File: src/hdl/dda_pkg.sv
// Shared types and constants for the DDA line rasterizer.
// No dependencies; imported by every module of the block.
package dda_pkg;

  localparam int COORD_W = 6;
  localparam int COLOR_W = 32;
  localparam int ADDR_W = 12;
  localparam int DEF_GRID_SIDE = 64;
  localparam int DEF_FRACTION_BITS = 16;
  localparam int DEF_QUEUE_DEPTH = 2;

  typedef enum logic [1:0] {
    FR_IDLE,
    FR_DIV,
    FR_PUSH
  } front_state_t;

  typedef enum logic {
    BK_IDLE,
    BK_RUN
  } back_state_t;

  // One classified line, ready for stepping (slope travels beside it).
  typedef struct packed {
    logic               steep;
    logic [COORD_W-1:0] major_start;
    logic [COORD_W-1:0] count;
    logic [COORD_W-1:0] minor_start;
    logic [COLOR_W-1:0] color;
  } dda_job_t;

endpackage

File: src/hdl/dda_front.sv
// Front end: accepts line requests, clamps and orders the endpoints,
// and computes the fixed-point slope with a bit-serial divider. Uses dda_pkg.
module dda_front import dda_pkg::*; #(
  parameter int GRID_SIDE = DEF_GRID_SIDE,
  parameter int FRACTION_BITS = DEF_FRACTION_BITS
) (
  input  logic                       clk,
  input  logic                       rst,
  input  logic                       start,
  output logic                       busy,
  input  logic [COORD_W-1:0]         x_start,
  input  logic [COORD_W-1:0]         y_start,
  input  logic [COORD_W-1:0]         x_end,
  input  logic [COORD_W-1:0]         y_end,
  input  logic [COLOR_W-1:0]         line_color,
  output logic                       push,
  input  logic                       full,
  output dda_job_t                   job,
  output logic [FRACTION_BITS+1:0]   slope
);

  localparam int DIV_STEPS = COORD_W + FRACTION_BITS;
  localparam int CNT_W = $clog2(DIV_STEPS + 1);
  localparam int SLOPE_W = FRACTION_BITS + 2;
  localparam logic [COORD_W-1:0] MAX_COORD = COORD_W'(GRID_SIDE - 1);

  function automatic logic [COORD_W-1:0] clamp(input logic [COORD_W-1:0] c);
    clamp = (c > MAX_COORD) ? MAX_COORD : c;
  endfunction

  front_state_t state, state_next;

  logic [DIV_STEPS-1:0] num;
  logic [DIV_STEPS-1:0] quo;
  logic [COORD_W-1:0]   rem;
  logic [COORD_W-1:0]   den;
  logic                 neg;
  logic [CNT_W-1:0]     cnt;

  logic accept;
  logic div_run;

  // classification of the incoming request
  logic [COORD_W-1:0] ax, ay, bx, by;
  logic [COORD_W-1:0] px, py, qx, qy;
  logic [COORD_W-1:0] sx, sy, ex, ey;
  logic [COORD_W:0]   dy_s, dx_s;
  logic [COORD_W-1:0] dx_u, ady, dys_u, adx_s;
  logic               shallow;
  dda_job_t           job_c;
  logic               neg_c;
  logic [COORD_W-1:0] mag_c, den_c;

  always_comb begin
    ax = clamp(x_start);
    ay = clamp(y_start);
    bx = clamp(x_end);
    by = clamp(y_end);
    if (ax > bx) begin
      px = bx; py = by; qx = ax; qy = ay;
    end else begin
      px = ax; py = ay; qx = bx; qy = by;
    end
    dx_u = qx - px;
    dy_s = {1'b0, qy} - {1'b0, py};
    ady = dy_s[COORD_W] ? COORD_W'(-dy_s) : dy_s[COORD_W-1:0];
    shallow = (dx_u != '0) && (ady <= dx_u);
    // steep lines run with y rising
    if (py > qy) begin
      sx = qx; sy = qy; ex = px; ey = py;
    end else begin
      sx = px; sy = py; ex = qx; ey = qy;
    end
    dys_u = ey - sy;
    dx_s = {1'b0, ex} - {1'b0, sx};
    adx_s = dx_s[COORD_W] ? COORD_W'(-dx_s) : dx_s[COORD_W-1:0];
    job_c.color = line_color;
    if (shallow) begin
      job_c.steep = 1'b0;
      job_c.major_start = px;
      job_c.count = dx_u;
      job_c.minor_start = py;
      neg_c = dy_s[COORD_W];
      mag_c = ady;
      den_c = dx_u;
    end else begin
      job_c.steep = 1'b1;
      job_c.major_start = sy;
      job_c.count = dys_u;
      job_c.minor_start = sx;
      neg_c = dx_s[COORD_W];
      mag_c = adx_s;
      den_c = dys_u;
    end
  end

  always_comb begin
    state_next = state;
    unique case (state)
      FR_IDLE: if (start) state_next = (den_c == '0) ? FR_PUSH : FR_DIV;
      FR_DIV:  if (cnt == CNT_W'(1)) state_next = FR_PUSH;
      FR_PUSH: if (!full) state_next = FR_IDLE;
      default: state_next = FR_IDLE;
    endcase
  end

  always_comb begin
    busy = (state != FR_IDLE);
    accept = (state == FR_IDLE) && start;
    div_run = (state == FR_DIV);
    push = (state == FR_PUSH) && !full;
  end

  logic [COORD_W:0] trial;
  logic             fits;
  always_comb begin
    trial = {rem, num[DIV_STEPS-1]};
    fits = trial >= {1'b0, den};
  end

  always_ff @(posedge clk) begin
    if (rst) begin
      state <= FR_IDLE;
    end else begin
      state <= state_next;
    end
  end

  always_ff @(posedge clk) begin
    if (accept) begin
      job <= job_c;
      neg <= neg_c;
      den <= den_c;
      num <= {mag_c, {FRACTION_BITS{1'b0}}};
      rem <= '0;
      quo <= '0;
      cnt <= CNT_W'(DIV_STEPS);
    end else if (div_run) begin
      num <= num << 1;
      rem <= fits ? COORD_W'(trial - {1'b0, den}) : trial[COORD_W-1:0];
      quo <= {quo[DIV_STEPS-2:0], fits};
      cnt <= cnt - CNT_W'(1);
    end
  end

  // quotient never exceeds 2^FRACTION_BITS, so SLOPE_W bits hold it signed
  assign slope = neg ? SLOPE_W'(-quo[SLOPE_W-1:0]) : quo[SLOPE_W-1:0];

endmodule

File: src/hdl/dda_queue.sv
// Small FIFO between the front end and the stepping back end.
// Uses dda_pkg for the default depth.
module dda_queue import dda_pkg::*; #(
  parameter int DATA_W = 64,
  parameter int DEPTH = DEF_QUEUE_DEPTH
) (
  input  logic              clk,
  input  logic              rst,
  input  logic              push,
  input  logic [DATA_W-1:0] wr_data,
  output logic              full,
  input  logic              pop,
  output logic [DATA_W-1:0] rd_data,
  output logic              empty
);

  localparam int PTR_W = (DEPTH > 1) ? $clog2(DEPTH) : 1;
  localparam int CNT_W = $clog2(DEPTH + 1);

  logic [DATA_W-1:0] mem [DEPTH];
  logic [PTR_W-1:0]  wr_ptr, rd_ptr;
  logic [CNT_W-1:0]  fill;

  assign full = (fill == CNT_W'(DEPTH));
  assign empty = (fill == '0);
  assign rd_data = mem[rd_ptr];

  always_ff @(posedge clk) begin
    if (push) mem[wr_ptr] <= wr_data;
  end

  always_ff @(posedge clk) begin
    if (rst) begin
      wr_ptr <= '0;
      rd_ptr <= '0;
      fill <= '0;
    end else begin
      if (push) wr_ptr <= (wr_ptr == PTR_W'(DEPTH - 1)) ? '0 : wr_ptr + PTR_W'(1);
      if (pop) rd_ptr <= (rd_ptr == PTR_W'(DEPTH - 1)) ? '0 : rd_ptr + PTR_W'(1);
      unique case ({push, pop})
        2'b10:   fill <= fill + CNT_W'(1);
        2'b01:   fill <= fill - CNT_W'(1);
        default: fill <= fill;
      endcase
    end
  end

endmodule

File: src/hdl/dda_back.sv
// Back end: takes classified lines from the queue and steps them,
// one pixel write per cycle within a line, through a fixed-point accumulator. Uses dda_pkg.
module dda_back import dda_pkg::*; #(
  parameter int GRID_SIDE = DEF_GRID_SIDE,
  parameter int FRACTION_BITS = DEF_FRACTION_BITS
) (
  input  logic                     clk,
  input  logic                     rst,
  input  logic                     empty,
  output logic                     pop,
  input  dda_job_t                 job,
  input  logic [FRACTION_BITS+1:0] slope,
  output logic                     pixel_valid,
  output logic [ADDR_W-1:0]        pixel_address,
  output logic [COLOR_W-1:0]       pixel_color,
  output logic                     last_pixel
);

  localparam int SLOPE_W = FRACTION_BITS + 2;
  localparam int ACC_W = COORD_W + FRACTION_BITS;

  back_state_t state, state_next;

  logic                 steep;
  logic [COORD_W-1:0]   major;
  logic [COORD_W-1:0]   remaining;
  logic [ACC_W-1:0]     acc;
  logic [SLOPE_W-1:0]   step;
  logic [COLOR_W-1:0]   color;

  logic                 emit;
  logic                 at_end;
  logic [COORD_W-1:0]   minor;
  logic [COORD_W-1:0]   px, py;
  logic [ADDR_W-1:0]    addr;

  always_comb begin
    at_end = (remaining == '0);
    minor = acc[ACC_W-1:FRACTION_BITS];
    px = steep ? minor : major;
    py = steep ? major : minor;
    addr = ADDR_W'({{(ADDR_W-COORD_W){1'b0}}, py} * ADDR_W'(GRID_SIDE))
         + {{(ADDR_W-COORD_W){1'b0}}, px};
  end

  always_comb begin
    state_next = state;
    unique case (state)
      BK_IDLE: if (!empty) state_next = BK_RUN;
      BK_RUN:  if (at_end) state_next = BK_IDLE;
      default: state_next = BK_IDLE;
    endcase
  end

  always_comb begin
    pop = (state == BK_IDLE) && !empty;
    emit = (state == BK_RUN);
  end

  always_ff @(posedge clk) begin
    if (rst) begin
      state <= BK_IDLE;
      pixel_valid <= 1'b0;
    end else begin
      state <= state_next;
      pixel_valid <= emit;
    end
  end

  always_ff @(posedge clk) begin
    if (pop) begin
      steep <= job.steep;
      major <= job.major_start;
      remaining <= job.count;
      acc <= {job.minor_start, {FRACTION_BITS{1'b0}}};
      step <= slope;
      color <= job.color;
    end else if (emit) begin
      major <= major + COORD_W'(1);
      remaining <= remaining - COORD_W'(1);
      acc <= acc + {{(ACC_W-SLOPE_W){step[SLOPE_W-1]}}, step};
    end
    if (emit) begin
      pixel_address <= addr;
      pixel_color <= color;
      last_pixel <= at_end;
    end
  end

`ifndef SYNTHESIS
  a_pop_only_idle: assert property (@(posedge clk) disable iff (rst)
    pop |-> (state == BK_IDLE) && !empty)
    else $error("pop outside idle or from empty queue");
  a_end_returns_idle: assert property (@(posedge clk) disable iff (rst)
    (state == BK_RUN) && at_end |=> (state == BK_IDLE) && pixel_valid)
    else $error("line end did not return to idle");
  a_last_marks_valid: assert property (@(posedge clk) disable iff (rst)
    pixel_valid && last_pixel |=> !pixel_valid)
    else $error("pixel emitted right after last pixel");
  a_minor_in_grid: assert property (@(posedge clk) disable iff (rst)
    (state == BK_RUN) |-> (minor <= COORD_W'(GRID_SIDE - 1)))
    else $error("minor coordinate left the grid");
`endif

endmodule

File: src/hdl/dda_line_rasterizer.sv
// Front end divides over 6+FRACTION_BITS bits after acceptance, one divider
// step per cycle; single-point lines skip the divider. A line then passes
// through the queue and the back end's load state before its first pixel; the
// back end writes one pixel per cycle within a line, with an idle load state
// between lines. The front end can divide a new line while the back end steps.
// Synchronous active-high reset clears the control state; results cannot stall.
module dda_line_rasterizer import dda_pkg::*; #(
  parameter int GRID_SIDE = DEF_GRID_SIDE,
  parameter int FRACTION_BITS = DEF_FRACTION_BITS
) (
  input  logic               clk,
  input  logic               rst,
  input  logic               start,
  output logic               busy,
  input  logic [COORD_W-1:0] x_start,
  input  logic [COORD_W-1:0] y_start,
  input  logic [COORD_W-1:0] x_end,
  input  logic [COORD_W-1:0] y_end,
  input  logic [COLOR_W-1:0] line_color,
  output logic               pixel_valid,
  output logic [ADDR_W-1:0]  pixel_address,
  output logic [COLOR_W-1:0] pixel_color,
  output logic               last_pixel
);

  localparam int SLOPE_W = FRACTION_BITS + 2;
  localparam int JOB_W = $bits(dda_job_t);
  localparam int Q_W = JOB_W + SLOPE_W;

  logic               push, full, pop, empty;
  dda_job_t           front_job, back_job;
  logic [SLOPE_W-1:0] front_slope, back_slope;
  logic [Q_W-1:0]     q_rd;

  dda_front #(
    .GRID_SIDE(GRID_SIDE),
    .FRACTION_BITS(FRACTION_BITS)
  ) u_front (
    .clk(clk),
    .rst(rst),
    .start(start),
    .busy(busy),
    .x_start(x_start),
    .y_start(y_start),
    .x_end(x_end),
    .y_end(y_end),
    .line_color(line_color),
    .push(push),
    .full(full),
    .job(front_job),
    .slope(front_slope)
  );

  dda_queue #(
    .DATA_W(Q_W),
    .DEPTH(DEF_QUEUE_DEPTH)
  ) u_queue (
    .clk(clk),
    .rst(rst),
    .push(push),
    .wr_data({front_job, front_slope}),
    .full(full),
    .pop(pop),
    .rd_data(q_rd),
    .empty(empty)
  );

  assign back_job = dda_job_t'(q_rd[Q_W-1:SLOPE_W]);
  assign back_slope = q_rd[SLOPE_W-1:0];

  dda_back #(
    .GRID_SIDE(GRID_SIDE),
    .FRACTION_BITS(FRACTION_BITS)
  ) u_back (
    .clk(clk),
    .rst(rst),
    .empty(empty),
    .pop(pop),
    .job(back_job),
    .slope(back_slope),
    .pixel_valid(pixel_valid),
    .pixel_address(pixel_address),
    .pixel_color(pixel_color),
    .last_pixel(last_pixel)
  );

endmodule

File: config.mk
export PLATFORM = sky130hd
export DESIGN_NAME = dda_line_rasterizer
export DESIGN_NICKNAME = d
export VERILOG_FILES = /design/src/hdl/dda_pkg.sv /design/src/hdl/dda_front.sv /design/src/hdl/dda_queue.sv /design/src/hdl/dda_back.sv /design/src/hdl/dda_line_rasterizer.sv
export SDC_FILE = /design/constraint.sdc
export NUM_CORES = 1
export LEC_CHECK = 0
export BUFFER_PORTS_ARGS = -buffer_cell sky130_fd_sc_hd__buf_2
export CORE_AREA = 3 3 238 240
export CTS_CLUSTER_DIAMETER = 80
export DETAILED_ROUTE_END_ITERATION = 10
export DIE_AREA = 0 0 241 243
export GPL_TIMING_DRIVEN = 0
export PLACE_DENSITY = 0.41
export SYNTH_ARGS = -nofsm -noshare
export SYNTH_HDL_FRONTEND = slang
export SYNTH_SLANG_ARGS = --single-unit
File: constraint.sdc
create_clock -name clk -period 12.2 [get_ports clk]
set_input_delay 0.61 -clock clk [delete_from_list [all_inputs] [get_ports clk]]
set_output_delay 0.61 -clock clk [all_outputs]
set_load 0.02 [all_outputs]
==> impl_metrics.ini <==
[clock_tree]
cts_hold_buf = 0
clk-insertion-delay-late_ns = 0.55
clk_path_buf_depth = 3
htree_levels = 2
post_cts_buffers = 0
path_clk_slew_ns = 0.06
numClockSinks = 364
post_cts_resized = 0
root_buffer = clkbuf_16
cts_tree = yes
cts_made_buffers = 41

[placement]
port_buffers = 102
dpl.cell_count = 2057
place_area_um2 = 17800
dp_hpwl_mm = 26.3
pre_cts_slack_ns = 3.32
gp_congestion = 0.801

[yosys]
post_synth.cell_area_avg_um2 = 13.1
ys_seq_area_share_pct = 63.8
synth_edf_count = 310
syn_nets = 1363
synth_flop_cell = edfxtp_1
ys_types = 80
synthesis.area_um2 = 16300
ys_async_sr_fraction_pct = 0
yosysWarningCount = 0
synthCells = 1246
synth-seq-cells = 364

[floorplanning]
die_h_um = 243
boundaryPins = 106
die_area_um2 = 58600
coreArea_um2 = 54900
start_util_pct = 29.7
num_rows = 86
fp.dieW_um = 241

[min_path]
hold_path_class = in -> reg

[sta]
drv_slew = 0
hold-worst-slack_ns = 0.231
final.setup.worst_slack_ns = 3.93
worst_pin_slew_ns = 0.909
fin_tns_setup_ns = 0
setup_viol = 0
period_minus_slack_ns = 8.27
fin_crit_sh_pct = 67.8
final_hold_viol_count = 0
rsz0062_at_grt = false
fin_skew_ns = 0.0194
fmax_ghz = 0.121
slew_headroom_pct = 39.3

[critical_path]
critPathMaxFanout = 10
required_ns = 12.50
critical_path_class = in -> reg
critPathCaptureType = flip-flop
crit_arrival_ns = 8.58
startpoint_type = input pin

[grt]
grt_pass1_wl_mm = 58.3
grtUsageTotal_pct = 12.8
antenna_found_initial = 1
grt_overflow = 0
first_global_vias = 10131
grt_max_degree = 53

[pwr]
powerDensity_nw_per_um2 = 247
internal_power_mw = 3.08
finalPower_mw = 4.71
ir_drop_uv = 99.3
leakage_nw = 6.84
seqPwrFrac_pct = 40.9
clkPwrFrac_pct = 24.6
p_sw_share_pct = 34.5
p_sw_mw = 1.63
combPwrFrac_pct = 34.5

[finish]
final_net_count = 1513
final_area_um2 = 19100
instances_no_fill = 2134
drive_gt1_share_pct = 18.2
fillerInstances = 5443
fin_util_pct = 34.8
syn2layout_area_growth_pct = 17.1

[route]
vias = 10032
drtAntennaViolNets = 0
dr.pass1.iters = 5
drt_iter0_markers = 477
routed_wirelength_mm = 37.7
post-route-drc-count = 0
vias_per_cell = 4.70
avgRoutedWirePerCell_um = 17.6

[run_status]
status = finished clean

[flow_run]
drv_cap = 0
-- layout make-up --
class | count | area, µm² | area share [%]
Clock inverter | 19 | 163 | 0.852
Sequential cell | 364 | 10400 | 54.5
Clock buffer | 57 | 1110 | 5.80
Multi-Input combinational cell | 772 | 5480 | 28.7
Buffer | 54 | 231 | 1.21
Tap cell | 704 | 881 | 4.62
Inverter | 56 | 213 | 1.11
Timing Repair Buffer | 107 | 618 | 3.24
Antenna cell | 1 | 2.50 | 0.0131
-- critical path, cell delays in order --
cell and delay, ns:
clkbuf_1 0.29, clkbuf_1 0.13, ha_1 0.23, buf_2 0.18, and4_4 0.18, o21a_1 0.12
o31ai_2 0.43, clkbuf_1 0.45, buf_2 0.37, buf_1 0.59, mux2i_1 0.39, ha_1 0.21
inv_1 0.07, a32o_1 0.25, a32o_2 0.28, o31ai_1 0.36, a22oi_2 0.22, nand2_1 0.20
clkbuf_1 0.44, clkbuf_1 0.41, a2bb2oi_1 0.13, ha_1 0.21, or3_4 0.42, a221oi_2 0.62
o21ai_0 0.24, nand3b_1 0.23, a32o_1 0.29
-- worst paths after layout --
| kind | start | to | slack, ns | cells after the start |
|---|---|---|---|---|
| setup / recovery | x_start[2] | u_front.num[19] | 3.93 | 27 |
| hold / removal | line_color[15] | u_front.job[15] | 0.23 | 1 |
| setup reg to reg | u_back.emit | u_queue.fill[1] | 7.69 | 10 |
| hold reg to reg | u_back.color[11] | u_back.pixel_color[11] | 0.40 | 0 |
-- Yosys cell counts (12+ instances only) --
master / instances / share of area, %
inv_1: 55 / 1.3
nor2b_1: 19 / 0.73
nor3_1: 18 / 0.55
xor2_1: 19 / 1.0
a21o_1: 12 / 0.55
nor2_1: 68 / 1.6
nand3_1: 21 / 0.65
buf_1: 12 / 0.28
a21oi_1: 55 / 1.7
a211oi_1: 17 / 0.78
dfxtp_1: 54 / 6.6
mux2i_1: 21 / 1.3
edfxtp_1: 310 / 57
o31ai_1: 15 / 0.69
o21ai_0: 84 / 2.6
ha_1: 56 / 4.3
o22ai_1: 12 / 0.46
mux2_2: 69 / 4.8
nand2_1: 103 / 2.4
xnor2_1: 46 / 2.5
clkbuf_1: 37 / 0.85
-- per-layer routing --
layer	GRT usage, %	routed length [µm]	part of all wire, %	up-vias
li1	-	-	-	4960
met1	16.3	16800	45	4828
met2	22.0	18300	49	187
met3	2.55	1580	4.2	57
met4	3.94	956	2.5	0
met5	0	0	0	-
-- flip-flops by register name, indices dropped and copies added, names as in the netlist, 12 cells and up, named ones only --
name	cells
u_back.step	18
u_queue.mem	138
u_back.pixel_color	32
u_back.pixel_address	12
u_back.acc	22
u_front.job	45
u_back.color	32
u_front.quo	18
-- power by group through the flow --
| stage | Sequential (mW) | Combinational (mW) | Clock (mW) |
|---|---|---|---|
| finish | 1.93 | 1.62 | 1.16 |
| global route | 1.97 | 1.83 | 1.26 |
| CTS | 1.94 | 1.66 | 1.21 |
| detailed placement | 1.96 | 1.65 | 0 |
| global placement | 1.98 | 1.61 | 0 |
| floorplan | 1.97 | 1.11 | 0 |
-- cells in the final DEF (no fill, tap or decap), types with 19 or more instances in the layout --
cell type and instances:
inv_1 54, xor2_1 19, xnor2_1 46, nand3_1 21, clkbuf_1 50, buf_2 104, clkbuf_16 41, o21ai_0 84
nor2b_1 19, mux2i_1 21, nand2_1 103, nor2_1 67, ha_1 56, a21oi_1 55, dfxtp_1 53, edfxtp_1 310
mux2_2 69
-- kinds of logic after synthesis --
group	synth area share, %
XOR/XNOR	3.63
buffers and inverters	2.69
adder cells (fa/ha/maj)	4.55
multiplexers	6.06
flip-flops	63.8
AO/OA/AOI/OAI	10.9
AND/OR/NAND/NOR	8.42
Power figures use the tool's default switching activity.
